### src/rtl/msrs_pkg.sv
// Shared constants and codes for the magnetometer set/reset sequencer.
`default_nettype none

package msrs_pkg;

   // number of axes carried in a data read (1 to 3)
   localparam int AXES     = 3;
   localparam int MAX_AXES = 3;

   // payload widths
   localparam int MODE_W  = 2;
   localparam int DATA_W  = 48;
   localparam int CMD_W   = 3;
   localparam int BYTE_W  = 8;
   localparam int AXIS_W  = 16;
   localparam int DELAY_W = 8;
   localparam int POLL_W  = 4;

   // configuration port
   localparam int CSR_ADDR_W = 5;
   localparam int CSR_DATA_W = 32;
   localparam int CSR_IDX_W  = 3;

   typedef logic [MODE_W-1:0] mode_type;
   typedef logic [CMD_W-1:0]  cmd_type;
   typedef logic [AXIS_W-1:0] axis_type;

   // input item kinds
   localparam mode_type MODE_START = 2'd0;
   localparam mode_type MODE_TICK  = 2'd1;
   localparam mode_type MODE_BUS   = 2'd2;

   // result commands
   localparam cmd_type CMD_WRITE  = 3'd0;
   localparam cmd_type CMD_STATUS = 3'd1;
   localparam cmd_type CMD_DATA   = 3'd2;
   localparam cmd_type CMD_READY  = 3'd3;
   localparam cmd_type CMD_FAILED = 3'd4;

   // control bytes
   localparam logic [BYTE_W-1:0] CTL_REFILL  = 8'h80;
   localparam logic [BYTE_W-1:0] CTL_SET     = 8'h20;
   localparam logic [BYTE_W-1:0] CTL_RESET   = 8'h40;
   localparam logic [BYTE_W-1:0] CTL_MEASURE = 8'h01;

   // rail readings
   localparam axis_type RAIL_LOW  = 16'h0000;
   localparam axis_type RAIL_HIGH = 16'hffff;

   // register indexes
   localparam logic [CSR_IDX_W-1:0] REG_REFILL    = 3'd0;
   localparam logic [CSR_IDX_W-1:0] REG_SET_RESET = 3'd1;
   localparam logic [CSR_IDX_W-1:0] REG_MEASURE   = 3'd2;
   localparam logic [CSR_IDX_W-1:0] REG_POLL      = 3'd3;
   localparam logic [CSR_IDX_W-1:0] REG_MAX_POLLS = 3'd4;

endpackage

`default_nettype wire

### src/rtl/msrs_if.sv
// Valid/ready channel interfaces for sequencer events and bus commands.
`default_nettype none

interface msrs_req_if;
   logic                           valid;
   logic                           ready;
   logic [msrs_pkg::MODE_W-1:0]    mode;
   logic                           bus_ok;
   logic [msrs_pkg::DATA_W-1:0]    read_data;

   modport source (output valid, mode, bus_ok, read_data, input ready);
   modport sink   (input valid, mode, bus_ok, read_data, output ready);
endinterface

interface msrs_rsp_if;
   logic                           valid;
   logic                           ready;
   logic [msrs_pkg::CMD_W-1:0]     cmd;
   logic [msrs_pkg::BYTE_W-1:0]    cmd_value;
   logic signed [msrs_pkg::AXIS_W-1:0] field_x;
   logic signed [msrs_pkg::AXIS_W-1:0] field_y;
   logic signed [msrs_pkg::AXIS_W-1:0] field_z;
   logic [msrs_pkg::AXIS_W-1:0]    offset_x;
   logic [msrs_pkg::AXIS_W-1:0]    offset_y;
   logic [msrs_pkg::AXIS_W-1:0]    offset_z;

   modport source (output valid, cmd, cmd_value, field_x, field_y, field_z,
                   offset_x, offset_y, offset_z, input ready);
   modport sink   (input valid, cmd, cmd_value, field_x, field_y, field_z,
                   offset_x, offset_y, offset_z, output ready);
endinterface

`default_nettype wire

### src/rtl/magnetometer_set_reset_sequencer.sv
// Magnetometer set/reset sequencer: event register, phase logic, result register.
// Path: an item is taken into the input register, and its result (if any)
//    is then loaded into the result register, which drives rsp valid.
// Throughput: one item per cycle; the input register drains whenever the item
//    makes no result or the result register is empty or being taken.
// Reset: synchronous, active high; phase idle, counters zero, registers to defaults.
`default_nettype none

module magnetometer_set_reset_sequencer (
   input  wire logic                              clock,
   input  wire logic                              reset,
   msrs_req_if.sink                               req_ch,
   msrs_rsp_if.source                             rsp_ch,
   input  wire logic                              psel,
   input  wire logic                              penable,
   input  wire logic                              pwrite,
   input  wire logic [msrs_pkg::CSR_ADDR_W-1:0]   paddr,
   input  wire logic [msrs_pkg::CSR_DATA_W-1:0]   pwdata,
   output logic      [msrs_pkg::CSR_DATA_W-1:0]   prdata,
   output logic                                   pready
);

   // phase codes
   localparam logic [3:0] PH_IDLE       = 4'd0;
   localparam logic [3:0] PH_BUS_REFILL = 4'd1;
   localparam logic [3:0] PH_DLY_REFILL = 4'd2;
   localparam logic [3:0] PH_BUS_DIR    = 4'd3;
   localparam logic [3:0] PH_DLY_DIR    = 4'd4;
   localparam logic [3:0] PH_BUS_TM     = 4'd5;
   localparam logic [3:0] PH_DLY_MEAS   = 4'd6;
   localparam logic [3:0] PH_BUS_STATUS = 4'd7;
   localparam logic [3:0] PH_DLY_POLL   = 4'd8;
   localparam logic [3:0] PH_BUS_DATA   = 4'd9;

   localparam int AW = msrs_pkg::AXIS_W;
   localparam int NA = msrs_pkg::MAX_AXES;

   // configuration registers
   logic [msrs_pkg::DELAY_W-1:0] refill_ms_ff, set_reset_ms_ff, measure_ms_ff, poll_ms_ff;
   logic [msrs_pkg::POLL_W-1:0]  max_polls_ff;
   logic                         csr_wr;
   logic [msrs_pkg::CSR_IDX_W-1:0] csr_idx;

   // input register
   logic                               in_valid_ff;
   logic [msrs_pkg::MODE_W-1:0]        in_mode_ff;
   logic                               in_ok_ff;
   logic [msrs_pkg::DATA_W-1:0]        in_data_ff;

   // sequencer state
   logic [3:0]                   phase_ff, phase_in;
   logic [msrs_pkg::DELAY_W-1:0] wait_ff, wait_in;
   logic [msrs_pkg::POLL_W-1:0]  poll_ff, poll_in;
   logic                         pass_ff, pass_in;
   logic [AW-1:0]                set_rd_ff [NA];
   logic [AW-1:0]                set_rd_in [NA];
   logic                         set_wr;

   // result register
   logic                              out_valid_ff;
   logic [msrs_pkg::CMD_W-1:0]        out_cmd_ff;
   logic [msrs_pkg::BYTE_W-1:0]       out_value_ff;
   logic [AW-1:0]                     out_field_ff  [NA];
   logic [AW-1:0]                     out_offset_ff [NA];

   // combinational result
   logic                              res_valid;
   logic [msrs_pkg::CMD_W-1:0]        res_cmd;
   logic [msrs_pkg::BYTE_W-1:0]       res_value;
   logic                              res_fields;
   logic                              proc_fire;

   // per-axis arithmetic
   logic [AW-1:0]  rd     [NA];
   logic [AW:0]    diff   [NA];
   logic [AW:0]    diff_r [NA];
   logic [AW:0]    sum    [NA];
   logic [NA-1:0]  rail;

   // delay entry / delay exit helpers
   logic                         enter_dly;
   logic [3:0]                   dly_ph;
   logic [msrs_pkg::DELAY_W-1:0] dly_ticks;
   logic                         fire_done;
   logic [3:0]                   done_ph;
   logic                         in_dly_phase, in_bus_phase;

   //---------------------------------------------------------------------------
   // configuration port
   assign pready  = 1'b1;
   assign csr_idx = paddr[msrs_pkg::CSR_ADDR_W-1:2];
   assign csr_wr  = psel && penable && pwrite;

   always_ff @(posedge clock) begin
      if (reset) begin
         refill_ms_ff    <= 8'd50;
         set_reset_ms_ff <= 8'd1;
         measure_ms_ff   <= 8'd10;
         poll_ms_ff      <= 8'd2;
         max_polls_ff    <= 4'd5;
      end else if (csr_wr) begin
         unique case (csr_idx)
            msrs_pkg::REG_REFILL:    refill_ms_ff    <= pwdata[msrs_pkg::DELAY_W-1:0];
            msrs_pkg::REG_SET_RESET: set_reset_ms_ff <= pwdata[msrs_pkg::DELAY_W-1:0];
            msrs_pkg::REG_MEASURE:   measure_ms_ff   <= pwdata[msrs_pkg::DELAY_W-1:0];
            msrs_pkg::REG_POLL:      poll_ms_ff      <= pwdata[msrs_pkg::DELAY_W-1:0];
            msrs_pkg::REG_MAX_POLLS: max_polls_ff    <= pwdata[msrs_pkg::POLL_W-1:0];
            default: ;
         endcase
      end
   end

   always_comb begin
      unique case (csr_idx)
         msrs_pkg::REG_REFILL:    prdata = {24'd0, refill_ms_ff};
         msrs_pkg::REG_SET_RESET: prdata = {24'd0, set_reset_ms_ff};
         msrs_pkg::REG_MEASURE:   prdata = {24'd0, measure_ms_ff};
         msrs_pkg::REG_POLL:      prdata = {24'd0, poll_ms_ff};
         msrs_pkg::REG_MAX_POLLS: prdata = {28'd0, max_polls_ff};
         default:                 prdata = '0;
      endcase
   end

   //---------------------------------------------------------------------------
   // input register: drains when its item is processed
   assign req_ch.ready = !in_valid_ff || proc_fire;

   always_ff @(posedge clock) begin
      if (reset) begin
         in_valid_ff <= 1'b0;
      end else if (req_ch.ready) begin
         in_valid_ff <= req_ch.valid;
      end
   end

   always_ff @(posedge clock) begin
      if (req_ch.ready && req_ch.valid) begin
         in_mode_ff <= req_ch.mode;
         in_ok_ff   <= req_ch.bus_ok;
         in_data_ff <= req_ch.read_data;
      end
   end

   //---------------------------------------------------------------------------
   // per-axis readings, rail check, field and offset
   always_comb begin
      for (int a = 0; a < NA; a++) begin
         if (a < msrs_pkg::AXES) begin
            rd[a] = in_data_ff[AW*a +: AW];
         end else begin
            rd[a] = '0;
         end
         diff[a]   = {1'b0, set_rd_ff[a]} - {1'b0, rd[a]};
         // add one to negative values so the halving truncates toward zero
         diff_r[a] = diff[a] + {{AW{1'b0}}, diff[a][AW]};
         sum[a]    = {1'b0, set_rd_ff[a]} + {1'b0, rd[a]};
         rail[a]   = (a < msrs_pkg::AXES) &&
                     (set_rd_ff[a] == msrs_pkg::RAIL_LOW  ||
                      set_rd_ff[a] == msrs_pkg::RAIL_HIGH ||
                      rd[a] == msrs_pkg::RAIL_LOW || rd[a] == msrs_pkg::RAIL_HIGH);
      end
   end

   //---------------------------------------------------------------------------
   // phase logic
   assign in_dly_phase = (phase_ff == PH_DLY_REFILL) || (phase_ff == PH_DLY_DIR) ||
                         (phase_ff == PH_DLY_MEAS)   || (phase_ff == PH_DLY_POLL);
   assign in_bus_phase = (phase_ff == PH_BUS_REFILL) || (phase_ff == PH_BUS_DIR) ||
                         (phase_ff == PH_BUS_TM)     || (phase_ff == PH_BUS_STATUS) ||
                         (phase_ff == PH_BUS_DATA);

   always_comb begin
      phase_in   = phase_ff;
      wait_in    = wait_ff;
      poll_in    = poll_ff;
      pass_in    = pass_ff;
      set_wr     = 1'b0;
      for (int a = 0; a < NA; a++) set_rd_in[a] = rd[a];
      res_valid  = 1'b0;
      res_cmd    = msrs_pkg::CMD_WRITE;
      res_value  = '0;
      res_fields = 1'b0;
      enter_dly  = 1'b0;
      dly_ph     = PH_DLY_REFILL;
      dly_ticks  = '0;
      fire_done  = 1'b0;
      done_ph    = phase_ff;

      unique case (in_mode_ff)
         msrs_pkg::MODE_START: begin
            if (phase_ff == PH_IDLE) begin
               pass_in   = 1'b0;
               phase_in  = PH_BUS_REFILL;
               res_valid = 1'b1;
               res_value = msrs_pkg::CTL_REFILL;
            end
         end
         msrs_pkg::MODE_TICK: begin
            if (in_dly_phase) begin
               if (wait_ff > 8'd1) begin
                  wait_in = wait_ff - 8'd1;
               end else begin
                  wait_in   = '0;
                  fire_done = 1'b1;
               end
            end
         end
         msrs_pkg::MODE_BUS: begin
            if (in_bus_phase) begin
               if (!in_ok_ff) begin
                  phase_in  = PH_IDLE;
                  res_valid = 1'b1;
                  res_cmd   = msrs_pkg::CMD_FAILED;
               end else begin
                  unique case (phase_ff)
                     PH_BUS_REFILL: begin
                        enter_dly = 1'b1;
                        dly_ph    = PH_DLY_REFILL;
                        dly_ticks = refill_ms_ff;
                     end
                     PH_BUS_DIR: begin
                        enter_dly = 1'b1;
                        dly_ph    = PH_DLY_DIR;
                        dly_ticks = set_reset_ms_ff;
                     end
                     PH_BUS_TM: begin
                        poll_in   = '0;
                        enter_dly = 1'b1;
                        dly_ph    = PH_DLY_MEAS;
                        dly_ticks = measure_ms_ff;
                     end
                     PH_BUS_STATUS: begin
                        if (in_data_ff[0]) begin
                           phase_in  = PH_BUS_DATA;
                           res_valid = 1'b1;
                           res_cmd   = msrs_pkg::CMD_DATA;
                        end else if (poll_ff >= max_polls_ff) begin
                           phase_in  = PH_IDLE;
                           res_valid = 1'b1;
                           res_cmd   = msrs_pkg::CMD_FAILED;
                        end else begin
                           poll_in   = poll_ff + 4'd1;
                           enter_dly = 1'b1;
                           dly_ph    = PH_DLY_POLL;
                           dly_ticks = poll_ms_ff;
                        end
                     end
                     default: begin
                        // data read: end of a pass
                        res_valid = 1'b1;
                        if (!pass_ff) begin
                           set_wr    = 1'b1;
                           pass_in   = 1'b1;
                           phase_in  = PH_BUS_REFILL;
                           res_value = msrs_pkg::CTL_REFILL;
                        end else if (|rail) begin
                           phase_in = PH_IDLE;
                           res_cmd  = msrs_pkg::CMD_FAILED;
                        end else begin
                           phase_in   = PH_IDLE;
                           res_cmd    = msrs_pkg::CMD_READY;
                           res_fields = 1'b1;
                        end
                     end
                  endcase
               end
            end
         end
         default: ;
      endcase

      // a zero delay falls straight through to the next command
      if (enter_dly) begin
         if (dly_ticks == '0) begin
            fire_done = 1'b1;
            done_ph   = dly_ph;
         end else begin
            phase_in = dly_ph;
            wait_in  = dly_ticks;
         end
      end

      // delay expired: issue the following command
      if (fire_done) begin
         res_valid = 1'b1;
         unique case (done_ph)
            PH_DLY_REFILL: begin
               phase_in  = PH_BUS_DIR;
               res_value = pass_ff ? msrs_pkg::CTL_RESET : msrs_pkg::CTL_SET;
            end
            PH_DLY_DIR: begin
               phase_in  = PH_BUS_TM;
               res_value = msrs_pkg::CTL_MEASURE;
            end
            default: begin
               phase_in = PH_BUS_STATUS;
               res_cmd  = msrs_pkg::CMD_STATUS;
            end
         endcase
      end
   end

   // process the held item unless its result would collide with a stalled one
   assign proc_fire = in_valid_ff && (!res_valid || !out_valid_ff || rsp_ch.ready);

   always_ff @(posedge clock) begin
      if (reset) begin
         phase_ff <= PH_IDLE;
         wait_ff  <= '0;
         poll_ff  <= '0;
         pass_ff  <= 1'b0;
      end else if (proc_fire) begin
         phase_ff <= phase_in;
         wait_ff  <= wait_in;
         poll_ff  <= poll_in;
         pass_ff  <= pass_in;
      end
   end

   // SET-pass readings
   always_ff @(posedge clock) begin
      if (proc_fire && set_wr) begin
         for (int a = 0; a < NA; a++) set_rd_ff[a] <= set_rd_in[a];
      end
   end

   //---------------------------------------------------------------------------
   // result register
   always_ff @(posedge clock) begin
      if (reset) begin
         out_valid_ff <= 1'b0;
      end else if (proc_fire && res_valid) begin
         out_valid_ff <= 1'b1;
      end else if (rsp_ch.ready) begin
         out_valid_ff <= 1'b0;
      end
   end

   always_ff @(posedge clock) begin
      if (proc_fire && res_valid) begin
         out_cmd_ff   <= res_cmd;
         out_value_ff <= res_value;
         for (int a = 0; a < NA; a++) begin
            if (res_fields && a < msrs_pkg::AXES) begin
               out_field_ff[a]  <= diff_r[a][AW:1];
               out_offset_ff[a] <= sum[a][AW:1];
            end else begin
               out_field_ff[a]  <= '0;
               out_offset_ff[a] <= '0;
            end
         end
      end
   end

   assign rsp_ch.valid     = out_valid_ff;
   assign rsp_ch.cmd       = out_cmd_ff;
   assign rsp_ch.cmd_value = out_value_ff;
   assign rsp_ch.field_x   = out_field_ff[0];
   assign rsp_ch.field_y   = out_field_ff[1];
   assign rsp_ch.field_z   = out_field_ff[2];
   assign rsp_ch.offset_x  = out_offset_ff[0];
   assign rsp_ch.offset_y  = out_offset_ff[1];
   assign rsp_ch.offset_z  = out_offset_ff[2];

`ifndef ASSERT_OFF
   // a delay phase always has ticks left to count
   a_wait_nonzero: assert property (@(posedge clock) disable iff (reset)
      in_dly_phase |-> (wait_ff != '0))
      else $error("delay phase with zero wait count");

   // a held item that is not processed stays held
   a_in_hold: assert property (@(posedge clock) disable iff (reset)
      (in_valid_ff && !proc_fire) |=> in_valid_ff)
      else $error("input item dropped");

   // a ready or failed result always returns the sequencer to idle
   a_end_idle: assert property (@(posedge clock) disable iff (reset)
      (proc_fire && res_valid &&
       (res_cmd == msrs_pkg::CMD_READY || res_cmd == msrs_pkg::CMD_FAILED))
      |=> (phase_ff == PH_IDLE))
      else $error("sequence end did not return to idle");
`endif

endmodule

`default_nettype wire

### src/flat_wrapper.sv
// flat-port wrapper written by rule: the top's interface ports become plain ports
module magnetometer_set_reset_sequencer_flat 
  (clock, reset, psel, penable, pwrite, paddr, pwdata, prdata, pready, req_ch_valid, req_ch_mode, req_ch_bus_ok, req_ch_read_data, req_ch_ready, rsp_ch_valid, rsp_ch_cmd, rsp_ch_cmd_value, rsp_ch_field_x, rsp_ch_field_y, rsp_ch_field_z, rsp_ch_offset_x, rsp_ch_offset_y, rsp_ch_offset_z, rsp_ch_ready);
  msrs_req_if req_ch_i ();
  msrs_rsp_if rsp_ch_i ();
  input  wire logic clock;
  input  wire logic reset;
  input  wire logic psel;
  input  wire logic penable;
  input  wire logic pwrite;
  input  wire logic [msrs_pkg::CSR_ADDR_W-1:0] paddr;
  input  wire logic [msrs_pkg::CSR_DATA_W-1:0] pwdata;
  output logic      [msrs_pkg::CSR_DATA_W-1:0] prdata;
  output logic pready;
  input wire logic [$bits(req_ch_i.valid)-1:0] req_ch_valid;
  input wire logic [$bits(req_ch_i.mode)-1:0] req_ch_mode;
  input wire logic [$bits(req_ch_i.bus_ok)-1:0] req_ch_bus_ok;
  input wire logic [$bits(req_ch_i.read_data)-1:0] req_ch_read_data;
  output wire logic [$bits(req_ch_i.ready)-1:0] req_ch_ready;
  output wire logic [$bits(rsp_ch_i.valid)-1:0] rsp_ch_valid;
  output wire logic [$bits(rsp_ch_i.cmd)-1:0] rsp_ch_cmd;
  output wire logic [$bits(rsp_ch_i.cmd_value)-1:0] rsp_ch_cmd_value;
  output wire logic [$bits(rsp_ch_i.field_x)-1:0] rsp_ch_field_x;
  output wire logic [$bits(rsp_ch_i.field_y)-1:0] rsp_ch_field_y;
  output wire logic [$bits(rsp_ch_i.field_z)-1:0] rsp_ch_field_z;
  output wire logic [$bits(rsp_ch_i.offset_x)-1:0] rsp_ch_offset_x;
  output wire logic [$bits(rsp_ch_i.offset_y)-1:0] rsp_ch_offset_y;
  output wire logic [$bits(rsp_ch_i.offset_z)-1:0] rsp_ch_offset_z;
  input wire logic [$bits(rsp_ch_i.ready)-1:0] rsp_ch_ready;
  assign req_ch_i.valid = req_ch_valid;
  assign req_ch_i.mode = req_ch_mode;
  assign req_ch_i.bus_ok = req_ch_bus_ok;
  assign req_ch_i.read_data = req_ch_read_data;
  assign req_ch_ready = req_ch_i.ready;
  assign rsp_ch_valid = rsp_ch_i.valid;
  assign rsp_ch_cmd = rsp_ch_i.cmd;
  assign rsp_ch_cmd_value = rsp_ch_i.cmd_value;
  assign rsp_ch_field_x = rsp_ch_i.field_x;
  assign rsp_ch_field_y = rsp_ch_i.field_y;
  assign rsp_ch_field_z = rsp_ch_i.field_z;
  assign rsp_ch_offset_x = rsp_ch_i.offset_x;
  assign rsp_ch_offset_y = rsp_ch_i.offset_y;
  assign rsp_ch_offset_z = rsp_ch_i.offset_z;
  assign rsp_ch_i.ready = rsp_ch_ready;
  magnetometer_set_reset_sequencer u_core (.clock(clock), .reset(reset), .req_ch(req_ch_i), .rsp_ch(rsp_ch_i), .psel(psel), .penable(penable), .pwrite(pwrite), .paddr(paddr), .pwdata(pwdata), .prdata(prdata), .pready(pready));
endmodule
### config.mk
export PLATFORM = sky130hd
export DESIGN_NAME = magnetometer_set_reset_sequencer_flat
export DESIGN_NICKNAME = d
export VERILOG_FILES = /design/src/rtl/msrs_pkg.sv /design/src/rtl/msrs_if.sv /design/src/rtl/magnetometer_set_reset_sequencer.sv /design/src/flat_wrapper.sv
export SDC_FILE = /design/constraint.sdc
export NUM_CORES = 1
export LEC_CHECK = 0
export ABC_AREA = 1
export BUFFER_PORTS_ARGS = -buffer_cell sky130_fd_sc_hd__buf_2
export CAP_MARGIN = 20
export CORE_UTILIZATION = 59
export DETAILED_ROUTE_END_ITERATION = 8
export GPL_ROUTABILITY_DRIVEN = 0
export HOLD_SLACK_MARGIN = 0.05
export PLACE_DENSITY_LB_ADDON = 0.05
export SLEW_MARGIN = 20
export SYNTH_ARGS = -nofsm -noshare
export SYNTH_HDL_FRONTEND = slang
export SYNTH_SLANG_ARGS = --single-unit
### constraint.sdc
create_clock -name clock -period 6.2 [get_ports clock]
set_input_delay 0.31 -clock clock [delete_from_list [all_inputs] [get_ports clock]]
set_output_delay 0.31 -clock clock [all_outputs]
set_load 0.1 [all_outputs]
==> key figures <==
Run status
  • Status: complete, no violations

Hold path
  • Hold path endpoint: u_core.set_reset_ms_ff[0]$_SDFFE_PP1P_
  • Min-Delay Path Depth: 3
  • Hold Crit Start: pwdata[0]
  • Worst Hold Class: input port to flop

Setup path
  • Reg-to-reg critical path startpoint: u_core.poll_ff[0]$_SDFFE_PP0P_
  • R2R Setup Slk: 1990 ps
  • Setup crit start kind: flop
  • Worst Path Required: 6490 ps
  • CP arrival: 4510 ps
  • Crit end category: flop
  • Reg2reg path depth: 21
  • Setup CP Type: flop to flop
  • Max Fanout on Critical Path: 85
  • R2R Path End: u_core.out_offset_ff[1][12]$_SDFFCE_PP0P_

Detailed routing
  • Iter 0 DRT Violations: 1201
  • TritonRoute pass-1 iters: 6
  • Total Wirelength: 40580 um
  • Remaining antenna violation count: 0
  • Via density: 5.404
  • Vias: 14.62k
  • Detailed-route DRC error count: 0
  • Wire length per cell: 15.00 um

Logic synthesis
  • Top-count cell post-synth: nand2_1
  • Top-area cell type share of the netlist area: 0.3084
  • Largest cells by area after synthesis: edfxtp_1, dfxtp_1, nand2_1
  • Ys flop type: edfxtp_1
  • Synth warn: 0
  • Mapped cell area: 16550 um^2
  • Syn Inst Count: 2087
  • Yosys top cell by area: edfxtp_1
  • Asr flop ratio synth: 0
  • Netlist cell types: 50
  • Synth Register Bits: 257
  • Number of flops mapped to enable cells by yosys: 170
  • Mean post-synth cell area: 7.932 um^2
  • List of most frequent post-synthesis cells: nand2_1, inv_1, nor2_1, edfxtp_1, o21ai_0
  • Sequential cell area fraction in the yosys report: 0.4136

Finish
  • Final Net Count: 2521
  • Finished Core Util: 0.6991
  • Multi-input logic area: 8224 um^2
  • Design area: 19050 um^2
  • FF+latch area: 6847 um^2
  • Diodes inserted: 0
  • Area Growth Syn to Fin: 15.08%
  • Fillers: 2292
  • Ratio of cells with drive above 1 in the final layout: 0.1157

Clock tree
  • H-tree Lvls: 1
  • CTS Hold Bufs: 58
  • CTS tree: built
  • Post-CTS Resized: 0
  • Clk_lat worst skew: 550 ps
  • CTS Sinks: 257
  • Clock Pin Slew Worst Setup and Hold Paths: 60 ps
  • Clock buffer depth: 3
  • CTS root buf: clkbuf_16
  • Cts bufs inserted: 27
  • Post-CTS Setup Bufs: 0

GRT
  • Initial antenna violation count: 0
  • First-pass GRT wire length: 66200 um
  • Vias in the first global route: 13.69k
  • Largest net degree at the start of global routing: 86
  • Gr ovfl total: 0
  • All-Layer GR Usage: 0.2836

Timing
  • Tmin final: 4212 ps
  • Total negative slack: 0 ps
  • RSZ-0062 raised after global routing: no
  • Worst-margin pin slew: 1056 ps
  • Rel. slew slack: 0.2907
  • Slew Viols, Final: 0
  • Final Hold Viols: 0
  • Setup violators final: 0
  • Clock skew: 15.68 ps
  • Fmax: 237.4 MHz
  • Crit share post-route: 0.6794

Place
  • Placed cell areas: 17610 um^2
  • DP Wirelength: 30140 um
  • PortBufs: 181

Power and ir drop
  • Worst vdd ir: 0.4058 mV
  • PD cells: 239.8 nW/um^2
  • Pleak: 9.025 nW

Floorplanning
  • Die width: 169.5 um
  • Num rows: 60
  • Die area: 28730 um^2
  • Chip height: 169.5 um
  • Initial Utilization: 0.6075
  • Core Box Area: 27250 um^2
  • Ports: 237

Flow run
  • Max Cap Viol: 0
[per-stage QoR]
stage               setup slack [ps]  power [W]  hold WS [ps]  instances
floorplan                       1612   0.002802         379.1       2114
global placement                2052   0.002966         438.8       2598
detailed placement              1991   0.002980         445.4       2598
CTS                             1932   0.004582         50.50       2704
global route                    1600   0.004750         79.86       2705
finish                          1988   0.004568         69.26       2705
[area by class of cell]
cell class                      instances  area share
Clock buffer                           36     0.03776
Tap cell                              372     0.02443
Multi-Input combinational cell       1482      0.4317
Inverter                              303     0.06009
Timing Repair Buffer                  243     0.07947
Clock inverter                         12    0.007159
Sequential cell                       257      0.3594
[flip-flops by register name (all words and copies together), names as in the netlist, 8 cells and up]
| signal | flops |
|---|---|
| u_core.out_field_ff | 48 |
| u_core.set_rd_ff | 48 |
| u_core.refill_ms_ff | 8 |
| u_core.in_data_ff | 48 |
| u_core.measure_ms_ff | 8 |
| u_core.set_reset_ms_ff | 8 |
| u_core.wait_ff | 8 |
| u_core.out_offset_ff | 48 |
| u_core.poll_ms_ff | 8 |
[cells in the final DEF (no fill, tap or decap), types with 29 or more instances in the layout]
cell type,netlist,routed
a21oi_1,118,118
xor2_1,76,76
conb_1,2,29
buf_2,7,182
nand3_1,111,111
nor4_1,34,34
dlygate4sd3_1,0,58
nor2_1,240,239
nor3_1,29,29
edfxtp_1,170,170
o21ai_0,122,122
nand4_1,58,58
ha_1,106,106
dfxtp_1,87,87
nand2_1,425,425
inv_1,296,295
[cells by family (layout without fill, tap and decap cells)]
group	Yosys count	after routing	synth area share
AO/OA/AOI/OAI	315	315	0.1069
XOR/XNOR	91	91	0.04814
adder cells (fa/ha/maj)	112	112	0.08737
buffers and inverters	375	594	0.09621
flip-flops	257	257	0.4136
other	2	29	0.0004536
AND/OR/NAND/NOR	935	935	0.2474
[worst max-delay path, cell delays in order (launching register included)]
cell	delay [ps]
dfxtp_1	390
inv_1	90
ha_1	280
inv_1	40
nand2_1	40
nand2_1	40
nand2_1	50
nand2_1	190
nand4_1	130
nand2_1	60
nand2_1	100
nand2_1	80
nor2_2	220
nand2_4	140
inv_4	150
nand2_2	80
nand2_2	140
nand3_4	270
inv_6	610
nand2_8	440
nand3_1	260
inv_1	70
[worst max path at each step]
stage                                                   start                                   endpoint  slack (ps)  cells past startpoint
final                          u_core.poll_ff[0]$_SDFFE_PP0P_  u_core.out_offset_ff[1][12]$_SDFFCE_PP0P_        1990                     21
after global routing           u_core.poll_ff[0]$_SDFFE_PP0P_  u_core.out_offset_ff[1][12]$_SDFFCE_PP0P_        1600                     21
after CTS                      u_core.poll_ff[0]$_SDFFE_PP0P_  u_core.out_offset_ff[1][12]$_SDFFCE_PP0P_        1930                     21
after detailed placement       u_core.poll_ff[0]$_SDFFE_PP0P_   u_core.out_field_ff[1][14]$_SDFFCE_PP0P_        1990                     21
after global placement         u_core.poll_ff[0]$_SDFFE_PP0P_  u_core.out_offset_ff[1][12]$_SDFFCE_PP0P_        2050                     21
after floorplan           u_core.max_polls_ff[3]$_SDFFE_PP0P_           u_core.set_rd_ff[0][0]$_DFFE_PP_        1610                     16
[layer usage]
metal  part of all wire  vias to the layer above  track usage
li1                   -                     7313            -
met3              0.063                       65      0.03428
met4              0.019                        0      0.06933
met2               0.47                      540       0.4879
met1               0.45                     6700       0.3799
met5                  0                        -            0
[power by group]
group | switching (W) | internal [W] | total [W]
registers | 0.0000569 | 0.00191 | 0.00197
logic | 0.000777 | 0.000242 | 0.00102
clock network | 0.000646 | 0.000934 | 0.00158
(Power assumes the default switching activity.)
